`src/flexpage_order_select_macros.svh`:
```
// assertion macros for the flexpage order select modules, used by fos_encode
`ifndef FLEXPAGE_ORDER_SELECT_MACROS_SVH
`define FLEXPAGE_ORDER_SELECT_MACROS_SVH

// same-cycle implication, sampled on clk, off while rst_n is low
`define FOS_ASSERT_IMP(label, ante, cons, msg) \
    label: assert property (@(posedge clk) disable iff (!rst_n) (ante) |-> (cons)) \
        else $error(msg);

// next-cycle implication, sampled on clk, off while rst_n is low
`define FOS_ASSERT_NEXT(label, ante, cons, msg) \
    label: assert property (@(posedge clk) disable iff (!rst_n) (ante) |=> (cons)) \
        else $error(msg);

`endif

```
`src/fos_pkg.sv`:
```
// constants, stage types and helpers for the flexpage order select block
package fos_pkg;

    localparam int ADDR_W     = 48;
    localparam int BASE_ORDER = 12;
    localparam int MAX_ORDER  = 30;
    localparam int SUM_W      = ADDR_W + 1;
    localparam int FLAG_W     = 8;
    localparam int ORD_W      = 5;
    localparam int BOFF_W     = 30;
    localparam int NUM_ORD    = MAX_ORDER - BASE_ORDER;
    localparam int CFG_IDX_W  = 2;
    localparam int CFG_W      = ADDR_W;

    localparam logic [SUM_W-1:0] PAGE_MASK = ~({SUM_W{1'b1}} << BASE_ORDER);

    typedef enum logic [CFG_IDX_W-1:0] {
        REG_REGION_BASE = 2'd0,
        REG_REGION_SIZE = 2'd1,
        REG_FLAGS_MASK  = 2'd2
    } cfg_reg_t;

    typedef struct packed {
        logic [ADDR_W-1:0] region_base;
        logic [ADDR_W-1:0] region_size;
        logic [FLAG_W-1:0] flags_mask;
    } cfg_t;

    // after stage 1: access address and rounded region size
    typedef struct packed {
        logic              range_err;
        logic [SUM_W-1:0]  adr;
        logic [SUM_W-1:0]  rounded;
        logic [ADDR_W-1:0] base;
        logic              hs_valid;
        logic [ADDR_W-1:0] hot;
        logic [ADDR_W-1:0] wlo;
        logic [ADDR_W-1:0] whi;
        logic [FLAG_W-1:0] gflags;
    } s1_t;

    // after stage 2: inclusive region end
    typedef struct packed {
        logic              range_err;
        logic [SUM_W-1:0]  adr;
        logic [SUM_W-1:0]  region_end;
        logic [ADDR_W-1:0] base;
        logic              hs_valid;
        logic [ADDR_W-1:0] hot;
        logic [ADDR_W-1:0] wlo;
        logic [ADDR_W-1:0] whi;
        logic [FLAG_W-1:0] gflags;
    } s2_t;

    // after stage 3: one pass bit per candidate order above the page
    typedef struct packed {
        logic               range_err;
        logic [SUM_W-1:0]   adr;
        logic [NUM_ORD-1:0] pass;
        logic [FLAG_W-1:0]  gflags;
    } s3_t;

    typedef struct packed {
        logic              range_error;
        logic [ADDR_W-1:0] block_base;
        logic [ORD_W-1:0]  map_order;
        logic [FLAG_W-1:0] granted_flags;
        logic [BOFF_W-1:0] block_offset;
    } rsp_t;

    // ones below bit ord
    function automatic logic [SUM_W-1:0] low_mask(input logic [ORD_W-1:0] ord);
        return ~({SUM_W{1'b1}} << ord);
    endfunction

endpackage

```
`src/fos_if.sv`:
```
// request and response channel interfaces
interface fos_req_if import fos_pkg::*; ();
    logic              valid;
    logic              ready;
    logic [ADDR_W-1:0] offset;
    logic [FLAG_W-1:0] access_flags;
    logic              hint_valid;
    logic [ADDR_W-1:0] hint_addr;
    logic [ADDR_W-1:0] window_low;
    logic [ADDR_W-1:0] window_high;

    modport source (
        output valid, offset, access_flags, hint_valid, hint_addr, window_low,
               window_high,
        input  ready
    );
    modport sink (
        input  valid, offset, access_flags, hint_valid, hint_addr, window_low,
               window_high,
        output ready
    );
endinterface

interface fos_rsp_if import fos_pkg::*; ();
    logic              valid;
    logic              ready;
    logic              range_error;
    logic [ADDR_W-1:0] block_base;
    logic [ORD_W-1:0]  map_order;
    logic [FLAG_W-1:0] granted_flags;
    logic [BOFF_W-1:0] block_offset;

    modport source (
        output valid, range_error, block_base, map_order, granted_flags, block_offset,
        input  ready
    );
    modport sink (
        input  valid, range_error, block_base, map_order, granted_flags, block_offset,
        output ready
    );
endinterface

```
`src/flexpage_order_select.sv`:
```
// top level of the flexpage order select block
//
// req channel: one fault request per accepted handshake (offset, access
// flags, optional hint address, receiver window). rsp channel: one result
// per request, in request order: range error, block base, order, granted
// flags, offset in the block.
// cfg port: cfg_we writes cfg_wdata into register cfg_index (0 region base,
// 1 region size, 2 flags mask). The user must write only while no request
// is in flight; the block does not check this. Stages: address add, region
// end add, per-order tests, order encode into the output register. The rate
// is one request per cycle while results are taken; every candidate order
// is tested in parallel in one stage, so the tests set no iteration limit.
// Reset clears all stage valid bits, sets region base and size to zero and
// the flags mask to all ones.
// When the receiver stalls, the output register holds its result and each
// stage keeps its item; req.ready falls once every stage is full, and
// empty stages still fill behind a stalled output.
module flexpage_order_select import fos_pkg::*; (
    input  logic                 clk,
    input  logic                 rst_n,
    input  logic                 cfg_we,
    input  logic [CFG_IDX_W-1:0] cfg_index,
    input  logic [CFG_W-1:0]     cfg_wdata,
    fos_req_if.sink              req,
    fos_rsp_if.source            rsp
);

    logic [ADDR_W-1:0] region_base_reg, region_base_next;
    logic [ADDR_W-1:0] region_size_reg, region_size_next;
    logic [FLAG_W-1:0] flags_mask_reg, flags_mask_next;
    cfg_t              cfg;

    logic s2_valid, s2_ready;
    s2_t  s2_data;
    logic s3_valid, s3_ready;
    s3_t  s3_data;

    always_comb
    begin
        region_base_next = region_base_reg;
        region_size_next = region_size_reg;
        flags_mask_next  = flags_mask_reg;
        if (cfg_we)
        begin
            case (cfg_index)
                REG_REGION_BASE: region_base_next = cfg_wdata[ADDR_W-1:0];
                REG_REGION_SIZE: region_size_next = cfg_wdata[ADDR_W-1:0];
                REG_FLAGS_MASK:  flags_mask_next  = cfg_wdata[FLAG_W-1:0];
                default: ;
            endcase
        end
    end

    always_ff @(posedge clk or negedge rst_n)
    begin
        if (!rst_n)
        begin
            region_base_reg <= '0;
            region_size_reg <= '0;
            flags_mask_reg  <= '1;
        end
        else
        begin
            region_base_reg <= region_base_next;
            region_size_reg <= region_size_next;
            flags_mask_reg  <= flags_mask_next;
        end
    end

    assign cfg.region_base = region_base_reg;
    assign cfg.region_size = region_size_reg;
    assign cfg.flags_mask  = flags_mask_reg;

    fos_prep u_prep (
        .clk       (clk),
        .rst_n     (rst_n),
        .cfg       (cfg),
        .req       (req),
        .out_valid (s2_valid),
        .out_ready (s2_ready),
        .out_data  (s2_data)
    );

    fos_test u_test (
        .clk       (clk),
        .rst_n     (rst_n),
        .in_valid  (s2_valid),
        .in_ready  (s2_ready),
        .in_data   (s2_data),
        .out_valid (s3_valid),
        .out_ready (s3_ready),
        .out_data  (s3_data)
    );

    fos_encode u_encode (
        .clk      (clk),
        .rst_n    (rst_n),
        .in_valid (s3_valid),
        .in_ready (s3_ready),
        .in_data  (s3_data),
        .rsp      (rsp)
    );

endmodule

```
`src/fos_prep.sv`:
```
// stages 1 and 2: access address, range check and region end
module fos_prep import fos_pkg::*; (
    input  logic        clk,
    input  logic        rst_n,
    input  cfg_t        cfg,
    fos_req_if.sink     req,
    output logic        out_valid,
    input  logic        out_ready,
    output s2_t         out_data
);

    logic s1_v_reg, s1_v_next;
    logic s2_v_reg, s2_v_next;
    s1_t  s1_reg, s1_next;
    s2_t  s2_reg, s2_next;
    logic s1_ready, s2_ready;

    assign s2_ready  = !s2_v_reg || out_ready;
    assign s1_ready  = !s1_v_reg || s2_ready;
    assign req.ready = s1_ready;

    always_comb
    begin
        s1_next.range_err = req.offset >= cfg.region_size;
        s1_next.adr       = {1'b0, cfg.region_base} + {1'b0, req.offset};
        s1_next.rounded   = ({1'b0, cfg.region_size} + PAGE_MASK) & ~PAGE_MASK;
        s1_next.base      = cfg.region_base;
        s1_next.hs_valid  = req.hint_valid;
        s1_next.hot       = req.hint_addr;
        s1_next.wlo       = req.window_low & ~PAGE_MASK[ADDR_W-1:0];
        s1_next.whi       = req.window_high;
        s1_next.gflags    = req.access_flags & cfg.flags_mask;
    end

    always_comb
    begin
        s2_next.range_err  = s1_reg.range_err;
        s2_next.adr        = s1_reg.adr;
        // inclusive end, rounded is at least one page when no range error
        s2_next.region_end = {1'b0, s1_reg.base} + s1_reg.rounded - SUM_W'(1);
        s2_next.base       = s1_reg.base;
        s2_next.hs_valid   = s1_reg.hs_valid;
        s2_next.hot        = s1_reg.hot;
        s2_next.wlo        = s1_reg.wlo;
        s2_next.whi        = s1_reg.whi;
        s2_next.gflags     = s1_reg.gflags;
    end

    assign s1_v_next = s1_ready ? req.valid : s1_v_reg;
    assign s2_v_next = s2_ready ? s1_v_reg : s2_v_reg;

    always_ff @(posedge clk or negedge rst_n)
    begin
        if (!rst_n)
        begin
            s1_v_reg <= 1'b0;
            s2_v_reg <= 1'b0;
        end
        else
        begin
            s1_v_reg <= s1_v_next;
            s2_v_reg <= s2_v_next;
        end
    end

    always_ff @(posedge clk)
    begin
        if (s1_ready && req.valid)
        begin
            s1_reg <= s1_next;
        end
        if (s2_ready && s1_v_reg)
        begin
            s2_reg <= s2_next;
        end
    end

    assign out_valid = s2_v_reg;
    assign out_data  = s2_reg;

endmodule

```
`src/fos_test.sv`:
```
// stage 3: the five block tests for every candidate order in parallel
module fos_test import fos_pkg::*; (
    input  logic clk,
    input  logic rst_n,
    input  logic in_valid,
    output logic in_ready,
    input  s2_t  in_data,
    output logic out_valid,
    input  logic out_ready,
    output s3_t  out_data
);

    logic s3_v_reg, s3_v_next;
    s3_t  s3_reg, s3_next;

    assign in_ready  = !s3_v_reg || out_ready;
    assign s3_v_next = in_ready ? in_valid : s3_v_reg;

    always_comb
    begin
        logic [SUM_W-1:0] mask;
        logic [SUM_W-1:0] hot_x;
        logic             src_ok;
        logic             end_ok;
        logic             lo_ok;
        logic             hi_ok;
        logic             hs_ok;
        s3_next.range_err = in_data.range_err;
        s3_next.adr       = in_data.adr;
        s3_next.gflags    = in_data.gflags;
        hot_x             = {1'b0, in_data.hot};
        for (int i = 0; i < NUM_ORD; i++)
        begin
            // candidate order is BASE_ORDER + 1 + i; aligned block end is addr | mask
            mask   = low_mask(ORD_W'(BASE_ORDER + 1 + i));
            src_ok = (in_data.adr & ~mask) >= {1'b0, in_data.base};
            end_ok = (in_data.adr | mask) <= in_data.region_end;
            lo_ok  = (hot_x & ~mask) >= {1'b0, in_data.wlo};
            hi_ok  = (hot_x | mask) <= {1'b0, in_data.whi};
            hs_ok  = in_data.hs_valid && (((in_data.adr ^ hot_x) & mask) == '0);
            s3_next.pass[i] = src_ok && end_ok && lo_ok && hi_ok && hs_ok;
        end
    end

    always_ff @(posedge clk or negedge rst_n)
    begin
        if (!rst_n)
        begin
            s3_v_reg <= 1'b0;
        end
        else
        begin
            s3_v_reg <= s3_v_next;
        end
    end

    always_ff @(posedge clk)
    begin
        if (in_ready && in_valid)
        begin
            s3_reg <= s3_next;
        end
    end

    assign out_valid = s3_v_reg;
    assign out_data  = s3_reg;

endmodule

```
`src/fos_encode.sv`:
```
// stage 4: order from the run of passing tests, output register
`include "flexpage_order_select_macros.svh"

module fos_encode import fos_pkg::*; (
    input  logic     clk,
    input  logic     rst_n,
    input  logic     in_valid,
    output logic     in_ready,
    input  s3_t      in_data,
    fos_rsp_if.source rsp
);

    logic rsp_v_reg, rsp_v_next;
    rsp_t rsp_reg, rsp_next;

    assign in_ready   = !rsp_v_reg || rsp.ready;
    assign rsp_v_next = in_ready ? in_valid : rsp_v_reg;

    always_comb
    begin
        logic [NUM_ORD-1:0] pref;
        logic [NUM_ORD-1:0] m;
        logic [NUM_ORD-1:0] top;
        logic [ORD_W-1:0]   ord;
        logic [SUM_W-1:0]   mask;
        // the search stops at the first failing order: find the leading run
        for (int i = 0; i < NUM_ORD; i++)
        begin
            m       = ~({NUM_ORD{1'b1}} << (i + 1));
            pref[i] = (in_data.pass & m) == m;
        end
        // pref is a thermometer code, its top set bit picks the order
        top = pref & ~(pref >> 1);
        ord = (top == '0) ? ORD_W'(BASE_ORDER) : '0;
        for (int i = 0; i < NUM_ORD; i++)
        begin
            ord = ord | (top[i] ? ORD_W'(BASE_ORDER + 1 + i) : ORD_W'(0));
        end
        mask = low_mask(ord);
        if (in_data.range_err)
        begin
            rsp_next = '0;
            rsp_next.range_error = 1'b1;
        end
        else
        begin
            rsp_next.range_error   = 1'b0;
            rsp_next.block_base    = ADDR_W'(in_data.adr & ~mask);
            rsp_next.map_order     = ord;
            rsp_next.granted_flags = in_data.gflags;
            rsp_next.block_offset  = BOFF_W'(in_data.adr & mask);
        end
    end

    always_ff @(posedge clk or negedge rst_n)
    begin
        if (!rst_n)
        begin
            rsp_v_reg <= 1'b0;
        end
        else
        begin
            rsp_v_reg <= rsp_v_next;
        end
    end

    always_ff @(posedge clk)
    begin
        if (in_ready && in_valid)
        begin
            rsp_reg <= rsp_next;
        end
    end

    assign rsp.valid         = rsp_v_reg;
    assign rsp.range_error   = rsp_reg.range_error;
    assign rsp.block_base    = rsp_reg.block_base;
    assign rsp.map_order     = rsp_reg.map_order;
    assign rsp.granted_flags = rsp_reg.granted_flags;
    assign rsp.block_offset  = rsp_reg.block_offset;

    `FOS_ASSERT_IMP(a_err_zero, rsp.valid && rsp.range_error,
        rsp.block_base == '0 && rsp.map_order == '0 && rsp.granted_flags == '0 &&
        rsp.block_offset == '0, "range error with nonzero fields")
    `FOS_ASSERT_IMP(a_order_range, rsp.valid && !rsp.range_error,
        rsp.map_order >= ORD_W'(BASE_ORDER) && rsp.map_order <= ORD_W'(MAX_ORDER),
        "order outside base page and max order")
    `FOS_ASSERT_IMP(a_base_aligned, rsp.valid && !rsp.range_error,
        (SUM_W'(rsp.block_base) & low_mask(rsp.map_order)) == '0,
        "block base not aligned to order")
    `FOS_ASSERT_IMP(a_boff_fits, rsp.valid && !rsp.range_error,
        (SUM_W'(rsp.block_offset) & ~low_mask(rsp.map_order)) == '0,
        "block offset exceeds block size")
    `FOS_ASSERT_NEXT(a_load_valid, in_valid && in_ready, rsp.valid,
        "accepted stage data did not reach the output register")

endmodule

```
`src/flat_wrapper.sv`:
```
// flat-port wrapper written by rule: the top's interface ports become plain ports
module flexpage_order_select_flat import fos_pkg::*;
  (clk, rst_n, cfg_we, cfg_index, cfg_wdata, req_valid, req_offset, req_access_flags, req_hint_valid, req_hint_addr, req_window_low, req_window_high, req_ready, rsp_valid, rsp_range_error, rsp_block_base, rsp_map_order, rsp_granted_flags, rsp_block_offset, rsp_ready);
  fos_req_if req_i ();
  fos_rsp_if rsp_i ();
  input  logic clk;
  input  logic rst_n;
  input  logic cfg_we;
  input  logic [CFG_IDX_W-1:0] cfg_index;
  input  logic [CFG_W-1:0] cfg_wdata;
  input wire logic [$bits(req_i.valid)-1:0] req_valid;
  input wire logic [$bits(req_i.offset)-1:0] req_offset;
  input wire logic [$bits(req_i.access_flags)-1:0] req_access_flags;
  input wire logic [$bits(req_i.hint_valid)-1:0] req_hint_valid;
  input wire logic [$bits(req_i.hint_addr)-1:0] req_hint_addr;
  input wire logic [$bits(req_i.window_low)-1:0] req_window_low;
  input wire logic [$bits(req_i.window_high)-1:0] req_window_high;
  output wire logic [$bits(req_i.ready)-1:0] req_ready;
  output wire logic [$bits(rsp_i.valid)-1:0] rsp_valid;
  output wire logic [$bits(rsp_i.range_error)-1:0] rsp_range_error;
  output wire logic [$bits(rsp_i.block_base)-1:0] rsp_block_base;
  output wire logic [$bits(rsp_i.map_order)-1:0] rsp_map_order;
  output wire logic [$bits(rsp_i.granted_flags)-1:0] rsp_granted_flags;
  output wire logic [$bits(rsp_i.block_offset)-1:0] rsp_block_offset;
  input wire logic [$bits(rsp_i.ready)-1:0] rsp_ready;
  assign req_i.valid = req_valid;
  assign req_i.offset = req_offset;
  assign req_i.access_flags = req_access_flags;
  assign req_i.hint_valid = req_hint_valid;
  assign req_i.hint_addr = req_hint_addr;
  assign req_i.window_low = req_window_low;
  assign req_i.window_high = req_window_high;
  assign req_ready = req_i.ready;
  assign rsp_valid = rsp_i.valid;
  assign rsp_range_error = rsp_i.range_error;
  assign rsp_block_base = rsp_i.block_base;
  assign rsp_map_order = rsp_i.map_order;
  assign rsp_granted_flags = rsp_i.granted_flags;
  assign rsp_block_offset = rsp_i.block_offset;
  assign rsp_i.ready = rsp_ready;
  flexpage_order_select u_core (.clk(clk), .rst_n(rst_n), .cfg_we(cfg_we), .cfg_index(cfg_index), .cfg_wdata(cfg_wdata), .req(req_i), .rsp(rsp_i));
endmodule
```
`config.mk`:
```
export PLATFORM = sky130hd
export DESIGN_NAME = flexpage_order_select_flat
export DESIGN_NICKNAME = d
export VERILOG_FILES = /design/src/fos_pkg.sv /design/src/fos_if.sv /design/src/flexpage_order_select.sv /design/src/fos_prep.sv /design/src/fos_test.sv /design/src/fos_encode.sv /design/src/flat_wrapper.sv
export VERILOG_INCLUDE_DIRS = /design/src /design/src/src
export SDC_FILE = /design/constraint.sdc
export NUM_CORES = 2
export LEC_CHECK = 0
export BUFFER_PORTS_ARGS = -buffer_cell sky130_fd_sc_hd__buf_2
export CAP_MARGIN = 20
export CORE_MARGIN = 4
export CORE_UTILIZATION = 50
export CTS_BUF_LIST = sky130_fd_sc_hd__clkbuf_16
export CTS_CLUSTER_DIAMETER = 80
export DETAILED_ROUTE_END_ITERATION = 10
export PLACE_DENSITY = 0.69
export SLEW_MARGIN = 20
export SYNTH_ARGS = -nofsm -noshare
export SYNTH_HDL_FRONTEND = slang
export SYNTH_HIERARCHICAL = 1
export SYNTH_SLANG_ARGS = --single-unit
```
`constraint.sdc`:
```
create_clock -name clk -period 9.8 [get_ports clk]
set_input_delay 0.98 -clock clk [delete_from_list [all_inputs] [get_ports clk]]
set_output_delay 0.98 -clock clk [all_outputs]
set_load 0.02 [all_outputs]
```
==> After elaboration in Yosys (flattened, before gate mapping) <==
Cells that the tools add are included.
{ "word_totals": {"register_bits": 839, "in_bits": 256, "word_cells": 302, "mem_bits_rw": 0, "out_inout_bits": 94, "memories": 0, "mem_bits_ro": 0, "latchBits": 0} }
{ "op_classes": {"div_mod_pow": 0, "n_lt_le_gt_ge": 73, "addsub": 4, "n_reduce_logical": 125, "n_bitwise": 26, "multipliers": 0, "shift": 1, "n_mux": 20, "n_eq_ne": 19} }
{ "op_table": {"columns": ["op", "count"], "rows": [
  ["$ge 48x48->1", 19],
  ["$ge 49x48->1", 18],
  ["$le 49x49->1", 18],
  ["$logic_not 49->1", 18],
  ["$le 48x48->1", 18],
  ["$not 48->48", 2],
  ["$logic_and 1x1->1", 94],
  ["$mux 92", 1],
  ["$mux 5", 15],
  ["$or 5x5->5", 14],
  ["$add 48x12->49 const B", 1],
  ["$add 48x48->49", 1],
  ["$add 48x49->49", 1],
  ["$shl 49x5->48 const A", 1],
  ["$sub 49x1->49 const B", 1],
  ["$and 48x48->48", 1],
  ["$and 30x30->30", 1],
  ["$xor 30x30->30", 1],
  ["$and 18x18->18", 1],
  ["$eq 18x18->1 const B", 1],
  ["$logic_not 18->1", 1],
  ["$not 17->18", 1],
  ["$eq 17x17->1 const B", 1],
  ["$eq 16x16->1 const B", 1],
  ["other kinds (23)", 37]
]} }

==> Depth between registers and ports, before layout <==
{ "depth": {"depth_word": 28, "ltp_mapped": 15, "mapped_depth_nobuf": 14} }

==> Hierarchy <==
The synthesis kept the hierarchy.
{ "by_module_without_submodules": {"columns": ["mod", "cells_per_inst", "seq_area_each_um2", "n_inst", "area_per_inst_um2"], "rows": [
  ["fos_prep", 1791, 16986.3, 1, 25358.1],
  ["fos_test", 1134, 2307.2, 1, 9131.3],
  ["flexpage_order_select", 221, 2612.5, 1, 3873.7],
  ["fos_encode", 258, 2787.7, 1, 3784.9]
]} }

==> Worst setup path before layout <==
No wires, ideal clock.
{ "synth_timing": {"path_kind": "input to register", "from": "input rsp_ready", "to": "register u_core.u_prep.s2_reg, in the netlist u_core/u_prep/out_data[0], enable pin", "stages": 4, "arrival_time_ns": 7.851, "n_path_buf": 0, "setup_ns": 0.685, "path_slack_ns": 1.264, "path_cell_list": "nand2b_1 nand2b_1 nand2b_1 and2_1"} }
{ "synth_via": {"elab_chain_cells": 4} }
{ "synth_rtl": {"columns": ["item", "line", "text"], "rows": [
  ["start, declared", "flat_wrapper.sv:25", "input wire logic [$bits(rsp_i.ready)-1:0] rsp_ready;"],
  ["$logic_or 1x1->1", "fos_encode.sv:16", "assign in_ready = !rsp_v_reg || rsp.ready;"],
  ["$logic_or 1x1->1", "fos_test.sv:16", "assign in_ready = !s3_v_reg || out_ready;"],
  ["named net u_core.s2_ready", "flexpage_order_select.sv:33", "logic s2_valid, s2_ready;"],
  ["$logic_or 1x1->1", "fos_prep.sv:18", "assign s2_ready = !s2_v_reg || out_ready;"],
  ["$logic_and 1x1->1", "fos_prep.sv:72", "if (s2_ready && s1_v_reg)"],
  ["end signal, assigned", "fos_prep.sv:74", "s2_reg <= s2_next;"],
  ["end, declared", "fos_prep.sv:15", "s2_t s2_reg, s2_next;"]
]} }
The timed path passes the listed nets, and every way through them passes these cells.
A chain may end at the register's enable or synchronous reset.

==> impl_metrics.tcl <==
set metrics [dict create \
    outcome "completed" \
    synthCells 3403 \
    critPathMaxStageDelay_ns 0.86 \
    ios 350 \
    routed_wl_mm 97.9 \
    clkTransAtPathRegs_ns 0.06 \
    avgSynthCellArea_um2 12.4 \
    setup_viol_count_final 0 \
    grt_pass1_wl_mm 151 \
    drc 0 \
    grt_max_degree 178 \
    portBuffers 337 \
    grtUsageMet3_pct 3.35 \
    detailed_place_hpwl_mm 74.0 \
    drtAntennaViolNets 0 \
    grtUsageMet2_pct 35.6 \
    arrival_ns 4.39 \
    cts_inserted_buffers 88 \
    clock_sinks 839 \
    cts_hold_buffers 0 \
    htree_levels 3 \
    cts_tree "yes" \
    grt-busiest-layer "met2" \
    wire_per_inst_um 19.8 \
    postCtsSetupBuffers 0 \
    layout_commonest_cell "edfxtp_1" \
    peakVddDrop_mv 0.165 \
    start_util_pct 50.4 \
    postPlaceCellArea_mm2 0.0450 \
    num-fill-cells 6874 \
    maxSlewHeadroom_pct 33.1 \
    leakage_nw 20.0 \
    tightest_slew_ns 0.978 \
    grt-ovfl-total 0 \
    crit_slowest_cell "nor4_2" \
    grt_pass1_vias 26800 \
    fmax_mhz 253 \
    synthToLayoutAreaGrowth_pct 13.7 \
    fin_nets 4403 \
    core_area_mm2 0.0836 \
    clockBufferDepth 3 \
    tns_ns 0 \
    post-route-period-util_pct 40.3 \
    die_x_um 298 \
    p_per_area_mw_per_mm2 231 \
    finalClockSkew_ns 0.0337 \
    clk_latency_ns 0.65 \
    rsz0062_at_grt "no" \
    vias 27000 \
    die_h_um 298 \
    maxCapViolations 0 \
    drt_iter0_markers 1742 \
    yosys_warnings 6 \
    final_hold_viol_count 0 \
    largest_reg_flops 288 \
    antenna_found_initial 12 \
    drv_slew 0 \
    path_cells "ha_1, nand4_1, nor4_2, nand3_1, nor4_2, and3_1, a41oi_1, nor4_1" \
    final_area_mm2 0.0479 \
    grt_use_met1_pct 30.2 \
    period_minus_slack_ns 3.95 \
    crit_type "flop to flop" \
    syn_area_mm2 0.0421 \
    start_kind "flop" \
    required_ns 10.24 \
    hp-class "input pin to async pin" \
    ctsResizeCount 0 \
    critPathMaxFanout 8 \
    via_per_inst 5.46 \
    gr-usage-all-layers_pct 21.8 \
    placementRows 106 \
    dr.pass1.iters 5 \
    crit_path_end_kind "flop" \
    cts_root_buf "clkbuf_16" \
    die-area_mm2 0.0889 \
    place_congestion 0.907 \
    crit_top_cell "nor4_2" \
    drive_gt1_share_pct 16.6 \
    final_cell_mix "731 x edfxtp_1, 454 x inv_1, 354 x ha_1" \
]
==> layer usage <==
metal  vias to the layer above  part of all wire (%)
met2                       745                    47
met5                         -                 0.035
met3                       173                   5.5
met4                         6                   3.4
met1                     12900                    44
li1                      13200                     -
==> power breakdown <==
group / switching, mW / leakage, nW / internal [mW]
Clock: 1.38 / 1.48 / 1.91
Combinational: 1.68 / 10.1 / 1.09
Sequential: 0.367 / 8.40 / 4.65
==> path summary, 6_finish.rpt <==
kind / startpoint / to / slack [ns] / cells after the start
max: u_core/u_prep/out_data[150] / u_core/u_test/out_data[24] / 5.85 / 8
min in group clk: u_core/u_prep/s1_reg[53] / u_core/u_prep/out_data[53] / 0.41 / 0
min: rst_n / u_core/region_base_reg[45] / 0.34 / 1
max in group asynchronous: rst_n / u_core/region_base_reg[3] / 8.24 / 2
min reg2reg: u_core/u_prep/s1_reg[53] / u_core/u_prep/out_data[53] / 0.41 / 0
max reg2reg: u_core/u_prep/out_data[150] / u_core/u_test/out_data[24] / 5.85 / 8
==> area by class of cell <==
cell class	instances	area (µm²)	area share, %
diodes	7	17.5	0.0366
clock buffers	91	2280	4.75
clock inverters	70	601	1.25
inverters	435	1630	3.41
multi-input cells	2077	15500	32.5
flip-flops and latches	839	24700	51.5
well taps	1080	1350	2.82
repair buffers	350	1810	3.78
==> per-stage QoR <==
stage | cells | utilization, % | setup WS, ns | hold WS (ns) | power [mW]
final | 4949 | 57.3 | 5.85 | 0.336 | 11.1
after global routing | 4948 | 57.3 | 5.60 | 0.363 | 11.7
after CTS | 4942 | 57.3 | 5.78 | 0.326 | 11.1
after detailed placement | 4781 | 53.9 | 5.56 | 0.405 | 7.82
after global placement | 4781 | 53.9 | 5.57 | 0.401 | 7.77
after floorplan | 3425 | - | 1.26 | 0.400 | 7.01
==> worst max-delay path: cells and delay by family (launching register included) <==
family / cells / cell delay, ns
AND/OR/NAND/NOR: 6 / 2.82
adder cells (fa/ha/maj): 1 / 0.33
AO/OA/AOI/OAI: 1 / 0.19
flip-flops: 1 / 0.40
(Power assumes the default switching activity.)
